**src/hw/rtl/fcwd_pkg.sv**
```systemverilog
`default_nettype none

package fcwd_pkg;

  localparam int MAX_WORD_LEN = 16;
  localparam int ADDR_W       = $clog2(MAX_WORD_LEN);
  localparam int WPOS_W       = $clog2(MAX_WORD_LEN + 1);

  localparam int CHAR_W = 8;
  localparam int POS_W  = 4;
  localparam int LEN_W  = 5;

  localparam logic [CHAR_W-1:0] LETTER_A = 8'd97;
  localparam logic [CHAR_W-1:0] LETTER_Q = 8'd113;
  localparam logic [CHAR_W-1:0] LETTER_U = 8'd117;

  // write port of the word store
  typedef struct packed {
    logic              en;
    logic [ADDR_W-1:0] addr;
    logic [CHAR_W-1:0] data;
  } fcwd_wr_t;

  typedef enum logic [3:0] {
    ST_IDLE  = 4'b0001,
    ST_PUT_U = 4'b0010,
    ST_READ  = 4'b0100,
    ST_SHOW  = 4'b1000
  } fcwd_state_t;

endpackage

`default_nettype wire

```
**src/hw/rtl/front_coded_word_decoder.sv**
```systemverilog
`default_nettype none
// Channel | Ports                                            | Transfer when
// input   | in_code_byte, in_end_of_dict                     | in_valid & !in_stall
// output  | out_letter, out_position, out_word_length,       | out_valid & !out_stall
//         | out_last_letter, out_overflowed                  |
// A 'q' letter byte also writes an added 'u' as a second store write (state ST_PUT_U).
// A count byte or end-of-dictionary that closes a word reads its letters back in order:
// each letter is one registered store read (ST_READ), then shown on the output (ST_SHOW).
// Input is taken only in ST_IDLE, not while a 'u' is added or a word is read out; out_stall holds the current letter.
// Reset is synchronous; store entries read as zero until written, with no clearing pass.

module front_coded_word_decoder (
  input  wire logic                         clk,
  input  wire logic                         rst_n,
  input  wire logic                         in_valid,
  output logic                              in_stall,
  input  wire logic [fcwd_pkg::CHAR_W-1:0]  in_code_byte,
  input  wire logic                         in_end_of_dict,
  output logic                              out_valid,
  input  wire logic                         out_stall,
  output logic [fcwd_pkg::CHAR_W-1:0]       out_letter,
  output logic [fcwd_pkg::POS_W-1:0]        out_position,
  output logic [fcwd_pkg::LEN_W-1:0]        out_word_length,
  output logic                              out_last_letter,
  output logic                              out_overflowed
);
  import fcwd_pkg::*;

  fcwd_state_t       state_r, state_nxt;
  logic [WPOS_W-1:0] wp_r, wp_nxt;
  logic              pending_r, pending_nxt;
  logic              ovf_r, ovf_nxt;
  logic [WPOS_W-1:0] emit_len_r, emit_len_nxt;
  logic              emit_ovf_r, emit_ovf_nxt;
  logic [ADDR_W-1:0] idx_r, idx_nxt;

  fcwd_wr_t          wr;
  logic [CHAR_W-1:0] rd_data;
  logic              in_xfer, out_xfer, is_last, store_full, has_word;
  logic [WPOS_W-1:0] idx_plus1;

  fcwd_store u_store (
    .clk     (clk),
    .rst_n   (rst_n),
    .wr      (wr),
    .rd_addr (idx_r),
    .rd_data (rd_data)
  );

  assign in_stall   = (state_r != ST_IDLE);
  assign in_xfer    = in_valid && !in_stall;
  assign out_valid  = (state_r == ST_SHOW);
  assign out_xfer   = out_valid && !out_stall;
  assign idx_plus1  = WPOS_W'(idx_r) + WPOS_W'(1);
  assign is_last    = (idx_plus1 == emit_len_r);
  assign store_full = (wp_r >= WPOS_W'(MAX_WORD_LEN));
  assign has_word   = pending_r && (wp_r != '0);

  assign out_letter      = rd_data;
  assign out_position    = POS_W'(idx_r);
  assign out_word_length = LEN_W'(emit_len_r);
  assign out_last_letter = is_last;
  assign out_overflowed  = emit_ovf_r;

  always_comb begin
    state_nxt    = state_r;
    wp_nxt       = wp_r;
    pending_nxt  = pending_r;
    ovf_nxt      = ovf_r;
    emit_len_nxt = emit_len_r;
    emit_ovf_nxt = emit_ovf_r;
    idx_nxt      = idx_r;
    wr.en        = 1'b0;
    wr.addr      = wp_r[ADDR_W-1:0];
    wr.data      = in_code_byte;

    unique case (state_r)
      ST_IDLE: begin
        if (in_xfer) begin
          if (in_end_of_dict || in_code_byte < LETTER_A) begin
            // close the word being built
            if (has_word) begin
              emit_len_nxt = wp_r;
              emit_ovf_nxt = ovf_r;
              idx_nxt      = '0;
              state_nxt    = ST_READ;
            end
            if (in_end_of_dict) begin
              wp_nxt      = '0;
              pending_nxt = 1'b0;
              ovf_nxt     = 1'b0;
            end else begin
              pending_nxt = 1'b1;
              if (in_code_byte > CHAR_W'(MAX_WORD_LEN)) begin
                wp_nxt  = WPOS_W'(MAX_WORD_LEN);
                ovf_nxt = 1'b1;
              end else begin
                wp_nxt  = WPOS_W'(in_code_byte);
                ovf_nxt = 1'b0;
              end
            end
          end else begin
            pending_nxt = 1'b1;
            if (store_full) begin
              ovf_nxt = 1'b1;
            end else begin
              wr.en  = 1'b1;
              wp_nxt = wp_r + WPOS_W'(1);
            end
            if (in_code_byte == LETTER_Q) begin
              state_nxt = ST_PUT_U;
            end
          end
        end
      end
      ST_PUT_U: begin
        wr.data = LETTER_U;
        if (store_full) begin
          ovf_nxt = 1'b1;
        end else begin
          wr.en  = 1'b1;
          wp_nxt = wp_r + WPOS_W'(1);
        end
        state_nxt = ST_IDLE;
      end
      ST_READ: begin
        state_nxt = ST_SHOW;
      end
      ST_SHOW: begin
        if (out_xfer) begin
          if (is_last) begin
            state_nxt = ST_IDLE;
          end else begin
            idx_nxt   = idx_r + ADDR_W'(1);
            state_nxt = ST_READ;
          end
        end
      end
      default: begin
        state_nxt = ST_IDLE;
      end
    endcase
  end

  always_ff @(posedge clk) begin
    if (!rst_n) begin
      state_r   <= ST_IDLE;
      wp_r      <= '0;
      pending_r <= 1'b0;
      ovf_r     <= 1'b0;
    end else begin
      state_r   <= state_nxt;
      wp_r      <= wp_nxt;
      pending_r <= pending_nxt;
      ovf_r     <= ovf_nxt;
    end
  end

  always_ff @(posedge clk) begin
    emit_len_r <= emit_len_nxt;
    emit_ovf_r <= emit_ovf_nxt;
    idx_r      <= idx_nxt;
  end

endmodule

`default_nettype wire

```
**src/hw/rtl/fcwd_store.sv**
```systemverilog
`default_nettype none

module fcwd_store (
  input  wire logic                      clk,
  input  wire logic                      rst_n,
  input  wire fcwd_pkg::fcwd_wr_t        wr,
  input  wire logic [fcwd_pkg::ADDR_W-1:0] rd_addr,
  output logic [fcwd_pkg::CHAR_W-1:0]    rd_data
);
  import fcwd_pkg::*;

  logic [CHAR_W-1:0]       mem [MAX_WORD_LEN];
  logic [MAX_WORD_LEN-1:0] vld_r;
  logic [CHAR_W-1:0]       rd_data_r;
  logic                    rd_vld_r;

  // entries never written read as zero
  always_ff @(posedge clk) begin
    if (!rst_n) begin
      vld_r <= '0;
    end else if (wr.en) begin
      vld_r[wr.addr] <= 1'b1;
    end
  end

  always_ff @(posedge clk) begin
    if (wr.en) begin
      mem[wr.addr] <= wr.data;
    end
  end

  always_ff @(posedge clk) begin
    rd_data_r <= mem[rd_addr];
    rd_vld_r  <= vld_r[rd_addr];
  end

  assign rd_data = rd_vld_r ? rd_data_r : '0;

endmodule

`default_nettype wire

```
**config.mk**
```make
export PLATFORM = sky130hd
export DESIGN_NAME = front_coded_word_decoder
export DESIGN_NICKNAME = d
export VERILOG_FILES = /design/src/hw/rtl/fcwd_pkg.sv /design/src/hw/rtl/front_coded_word_decoder.sv /design/src/hw/rtl/fcwd_store.sv
export SDC_FILE = /design/constraint.sdc
export NUM_CORES = 1
export LEC_CHECK = 0
export BUFFER_PORTS_ARGS = -buffer_cell sky130_fd_sc_hd__buf_2
export CORE_UTILIZATION = 45
export CTS_BUF_LIST = sky130_fd_sc_hd__clkbuf_8
export CTS_CLUSTER_SIZE = 30
export DETAILED_ROUTE_END_ITERATION = 8
export GPL_ROUTABILITY_DRIVEN = 0
export PLACE_DENSITY = 0.57
export SYNTH_ARGS = -nofsm -noshare
export SYNTH_HDL_FRONTEND = slang
export SYNTH_SLANG_ARGS = --single-unit
```
**constraint.sdc**
```tcl
create_clock -name clk -period 2.75 [get_ports clk]
set_input_delay 0.55 -clock clk [delete_from_list [all_inputs] [get_ports clk]]
set_output_delay 0.55 -clock clk [all_outputs]
set_load 0.005 [all_outputs]
```
# Word-level counts from Yosys, hierarchy flattened
# Memory sizes are Yosys's and may differ from the RTL's. A register that Yosys moved wholly into a read port is not among the register bits.
# Index checks and enable logic that the tools add are counted.
dict set report classes {
  n_eq_ne 14
  bitwise_logic 1
  n_reduce_logical 15
  mux 39
  addsub 3
  n_lt_le_gt_ge 6
}
# operator count
set op_table {}
lappend op_table {{$mux 4} 10}
lappend op_table {{$mux 5} 5}
lappend op_table {{$mux 8} 2}
lappend op_table {{$or 16x16->16} 1}
lappend op_table {{$mux 1} 14}
lappend op_table {{$pmux 4 s3} 1}
lappend op_table {{$lt 4x5->1 const B} 2}
lappend op_table {{$pmux 5 s2} 1}
lappend op_table {{$eq 8x7->1 const B} 1}
lappend op_table {{$gt 8x5->1 const B} 1}
lappend op_table {{$lt 8x7->1 const B} 1}
lappend op_table {{$ne 2x2->1 const B} 4}
lappend op_table {{$pmux 4 s2} 1}
lappend op_table {{$reduce_and 4->1} 2}
lappend op_table {{$ne 3x3->1 const B} 2}
lappend op_table {{$reduce_and 6->1} 1}
lappend op_table {{$add 4x1->5 const B} 1}
lappend op_table {{$add 5x1->5 const B} 1}
lappend op_table {{$eq 5x5->1} 1}
lappend op_table {{$ge 5x5->1 const B} 1}
lappend op_table {{$reduce_bool 5->1} 1}
lappend op_table {{$add 4x1->4 const B} 1}
lappend op_table {{$bmux 1 s4} 1}
lappend op_table {{$demux 1 s4} 1}
lappend op_table {{other kinds (14)} 21}
dict set report totals {
  ff_bits 38
  out_inout_bits 21
  wordCells 88
  memories 1
  input_bits 13
  ramBits 128
}
# name depth word_bits rd rd_ports_with_merged_regs wr line_no
set mem_list {}
lappend mem_list {u_store.mem 16 8 1 1 1 fcwd_store.sv:12} ;# logic [CHAR_W-1:0] mem [MAX_WORD_LEN];

# Longest topological paths before layout
dict set report logic_depth {
  word_depth 7
  ltp_mapped 9
  depth_no_buf 7
}

# Modules after synthesis
# A second synthesis with hierarchy kept.
dict set report hier_totals {
  hier_cells 427
  hier_area_um2 7100.6
}
# module cells_per_inst instances area_each_um2
set modules_own_cells {}
lappend modules_own_cells {fcwd_store 280 1 5791.8}
lappend modules_own_cells {front_coded_word_decoder 147 1 1308.8}

# Worst setup path before layout
# Ideal clock, no wire load.
dict set report synth_path {
  path_kind {input to register}
  from {in in_valid}
  to {mem u_store.mem[14][0] (enable)}
  stages 7
  arrival_time_ns 2.086
  slack_ns 0.293
  required_ns 2.380
  cell_sequence {nand3b_1 > a211o_1 > buf_2 > a21o_1 > buf_6 > or3b_1 > nor2_1}
}
dict set report synth_via {
  elab_chain_cells 5
}
# item line_no
set synth_rtl {}
lappend synth_rtl {{from (decl)} front_coded_word_decoder.sv:15} ;# input wire logic in_valid,
lappend synth_rtl {{$logic_and 1x1->1} front_coded_word_decoder.sv:51} ;# assign in_xfer = in_valid && !in_stall;
lappend synth_rtl {{$mux 1} front_coded_word_decoder.sv:79} ;# if (in_xfer) begin
lappend synth_rtl {{$pmux 1 s2} front_coded_word_decoder.sv:77} ;# unique case (state_r)
lappend synth_rtl {{$mux 1} fcwd_store.sv:27} ;# if (wr.en) begin
lappend synth_rtl {{$mux 1 (implied by the code)} fcwd_store.sv:28} ;# mem[wr.addr] <= wr.data;
lappend synth_rtl {{to (decl)} fcwd_store.sv:12}
# Every way passes these cells.

# Final worst setup path
dict set report layout_path {
  from {reg idx_r[1], in the netlist out_position[1]}
  to {out out_last_letter}
}
dict set report layout_via {
  elab_chain_cells 2
}
# item line_no
set layout_rtl {}
lappend layout_rtl {{from (decl)} front_coded_word_decoder.sv:35} ;# logic [ADDR_W-1:0] idx_r, idx_nxt;
lappend layout_rtl {{from (signal assigned)} front_coded_word_decoder.sv:162} ;# idx_r <= idx_nxt;
lappend layout_rtl {{$add 4x1->5} front_coded_word_decoder.sv:54} ;# assign idx_plus1 = WPOS_W'(idx_r) + WPOS_W'(1);
lappend layout_rtl {{$eq 5x5->1} front_coded_word_decoder.sv:55} ;# assign is_last = (idx_plus1 == emit_len_r);
lappend layout_rtl {{to (decl)} front_coded_word_decoder.sv:24} ;# output logic out_last_letter,
# Every way passes these cells.

==> results.yml <==
outcome:
  outcome: "finished clean"
setup_path:
  cp_data_required_time_ns: 2.20
  reg2reg_depth: 6
  arrival_ns: 2.08
  r2r-end: "out_position[3]"
  r2r_slack_ns: 0.36
  endpoint_kind: "primary output"
  cp_max_fo: 8
  cp-startpoint: "out_position[1]"
  endpoint: "out_last_letter"
  r2r_start: "out_position[1]"
  worstSetupPathType: "register to primary output"
  startpoint_type: "register"
final_layout:
  drive_gt1_share_pct: 32.3
  stdcell_count: 697
  multi_input_area_um2: 2130
  final_util_pct: 53.3
  area_growth_syn_to_layout_pct: 14.4
  diodes: 0
  final_common_cell: "edfxtp_1"
  most-common-layout-cells: "138 x edfxtp_1, 45 x mux4_2, 36 x dfxtp_1"
  fin_nets: 491
  n_fill_cell: 1288
  regArea_um2: 4860
timing:
  hold_violations: 0
  fin_crit_ns: 2.63
  tightestPinTransition_ns: 0.819
  clock-skew-final_ns: 0.00714
  maxSlewHeadroom_pct: 45.2
  max_freq_ghz: 0.381
  final-setup-viol-count: 0
  fin_ws_ns: 0.124
  hold_slack_ns: 0.340
  final_max_slew_viol_count: 0
  post-route-period-util_pct: 95.5
logic_synthesis:
  ys.flop_type: "edfxtp_1"
  syn_nets: 428
  yosysTopAreaCellShare_pct: 58.1
  syn_inst: 410
  yosysTopAreaCell: "edfxtp_1"
  synthDistinctLibCells: 50
  synth_warnings: 0
  synthArstFlopShare_pct: 0
  syn-cell-area_um2: 7140
  synth.avg_cell_area_um2: 17.4
  ys_top_cells_by_area: "edfxtp_1 58%, mux4_2 14%, dfxtp_1 10%"
  synth_edf_count: 138
  seq_area_frac_synth_pct: 68.2
  yosys_register_bits: 174
detailed_routing:
  drt-total-wl_mm: 15.3
  via_count: 3951
  post-route-drc-count: 0
  drt_first_pass_iters: 5
  ant_nets: 0
  drt_iter0_markers: 357
  wire_per_inst_um: 22.0
  vias_per_cell: 5.67
global_route:
  grt_overflow_total: 0
  antenna_found_initial: 0
  track_usage_pct: 20.5
  grt_max_degree: 39
  grt_pass1_vias: 3932
  grt_pass1_wl_mm: 23.6
power_and_ir_drop:
  p_per_area_nw_per_um2: 699
  p_leak_uw: 0.00277
  clockPowerShare_pct: 35.2
  combPwrFrac_pct: 12.4
  switching_share_pct: 24.4
  total_power_uw: 5700
  switchingPower_uw: 1390
  power.internal_uw: 4310
  power.share.sequential_pct: 52.4
  vdd_drop_max_mv: 0.310
clock_network:
  hold_buffers: 0
  clock_latency_ns: 0.46
  cts.sinks: 174
  cts_buffers: 17
  clk_path_buf_depth: 2
  htreeDepth: 4
  clkTransAtPathRegs_ns: 0.09
  cts_root_buf: "clkbuf_8"
  cts_tree: "done"
hold_path:
  worstHoldPathType: "input port to register"
place:
  place.port_buffers: 33
  dp_hpwl_mm: 10.1
  dpl.cell_count: 663
  place_ws_ns: 0.328
floorplanning:
  start_util_pct: 46.6
  pin_count: 34
  dieArea_um2: 16400
  die_w_um: 128
  core_area_um2: 15300
  die-height_um: 128
  num_rows: 45
job:
  cap_violations: 0
area by class of cell:
type / count / share of cell area [%]
multi-input cells: 208 / 26.1
clock inverters: 15 / 2.65
repair buffers: 66 / 5.21
well taps: 211 / 3.24
flip-flops and latches: 174 / 59.6
inverters: 6 / 0.276
clock buffers: 17 / 2.87
synthesized netlist by cell type (2+ instances only):
cell      count
nor2b_1       2
o21a_1       15
nand3b_1      3
nor4_1        2
mux4_2       45
nor3_2        8
nand2b_1     13
dfxtp_1      36
a31oi_1       5
nor3_1        8
xnor2_1       4
a21boi_0      3
buf_1         5
nand3_1       6
a21oi_1       8
a211o_1       3
buf_6         4
clkbuf_1      9
buf_2         3
inv_1         6
xor2_1        2
nor2_1       15
o21ai_0       9
o211a_1       2
o22a_1        2
ha_1          5
or3_1         2
nor4b_1       4
and2_1       12
o41ai_2       2
nand2_1      11
edfxtp_1    138
through the flow:
step / area, um^2 / setup TNS (ns)
floorplan: 7140 / 0
global placement: 7690 / 0
detailed placement: 7690 / 0
CTS: 8160 / 0
global route: 8160 / -0.0161
finish: 8160 / 0
cells by family after synthesis:
logic type / count (synthesis) / synth area share (%)
flops: 174 / 68.2
simple gates: 95 / 8.17
compound gates: 57 / 5.84
mux: 45 / 14.2
buf+inv: 28 / 2.00
xor+xnor: 6 / 0.736
fa+ha+maj: 5 / 0.877
critical path, stage by stage, from the launching register on:
cell	delay, ns
edfxtp_1	0.43
buf_4	0.20
nand3_1	0.10
xor2_1	0.27
xnor2_1	0.15
nor3b_2	0.22
buf_4	0.15
buf_2	0.10
metal layers:
metal / routed length, um / part of all wire (%) / up-vias / GRT usage [%]
met5: 0 / 0 / - / 0
met4: 169 / 1.1 / 0 / 6.85
met3: 816 / 5.3 / 15 / 5.05
met2: 7370 / 48 / 126 / 31.2
met1: 6990 / 46 / 2043 / 28.9
li1: - / - / 1767 / -
worst min path at each step:
stage / start / end / cells after the start
4_1_cts: in_valid / pending_r / 2
5_1_grt: in_valid / pending_r / 2
3_5_place_dp: ovf_r / out_overflowed / 0
6_report: in_valid / pending_r / 2
3_3_place_gp: ovf_r / out_overflowed / 0
2_1_floorplan: ovf_r / out_overflowed / 0
registers in the layout, indices dropped and copies added (netlist names):
| signal | flops |
|---|---|
| u_store.rd_vld_r | 1 |
| u_store.vld_r | 16 |
| u_store.rd_data_r | 8 |
| out_overflowed | 1 |
| out_position | 4 |
| pending_r | 1 |
| wp_r | 5 |
| u_store.mem | 128 |
| state_r | 4 |
| ovf_r | 1 |
| out_word_length | 5 |
repair_timing:
item | CTS | global route
buffers inserted | 2 | 0
cloned | 0 | 0
gates resized for setup | 0 | 1
endpoints found under the setup margin | 1 | 1
power groups by stage:
| stage | clock network (uW) | registers (uW) | logic [uW] |
|---|---|---|---|
| global placement | 0 | 3050 | 698 |
| global route | 2140 | 3000 | 776 |
| detailed placement | 0 | 3050 | 707 |
| finish | 2010 | 2990 | 710 |
| CTS | 2040 | 2990 | 712 |
| floorplan | 0 | 3010 | 501 |
No activity file was read; power rests on OpenSTA's default activity.
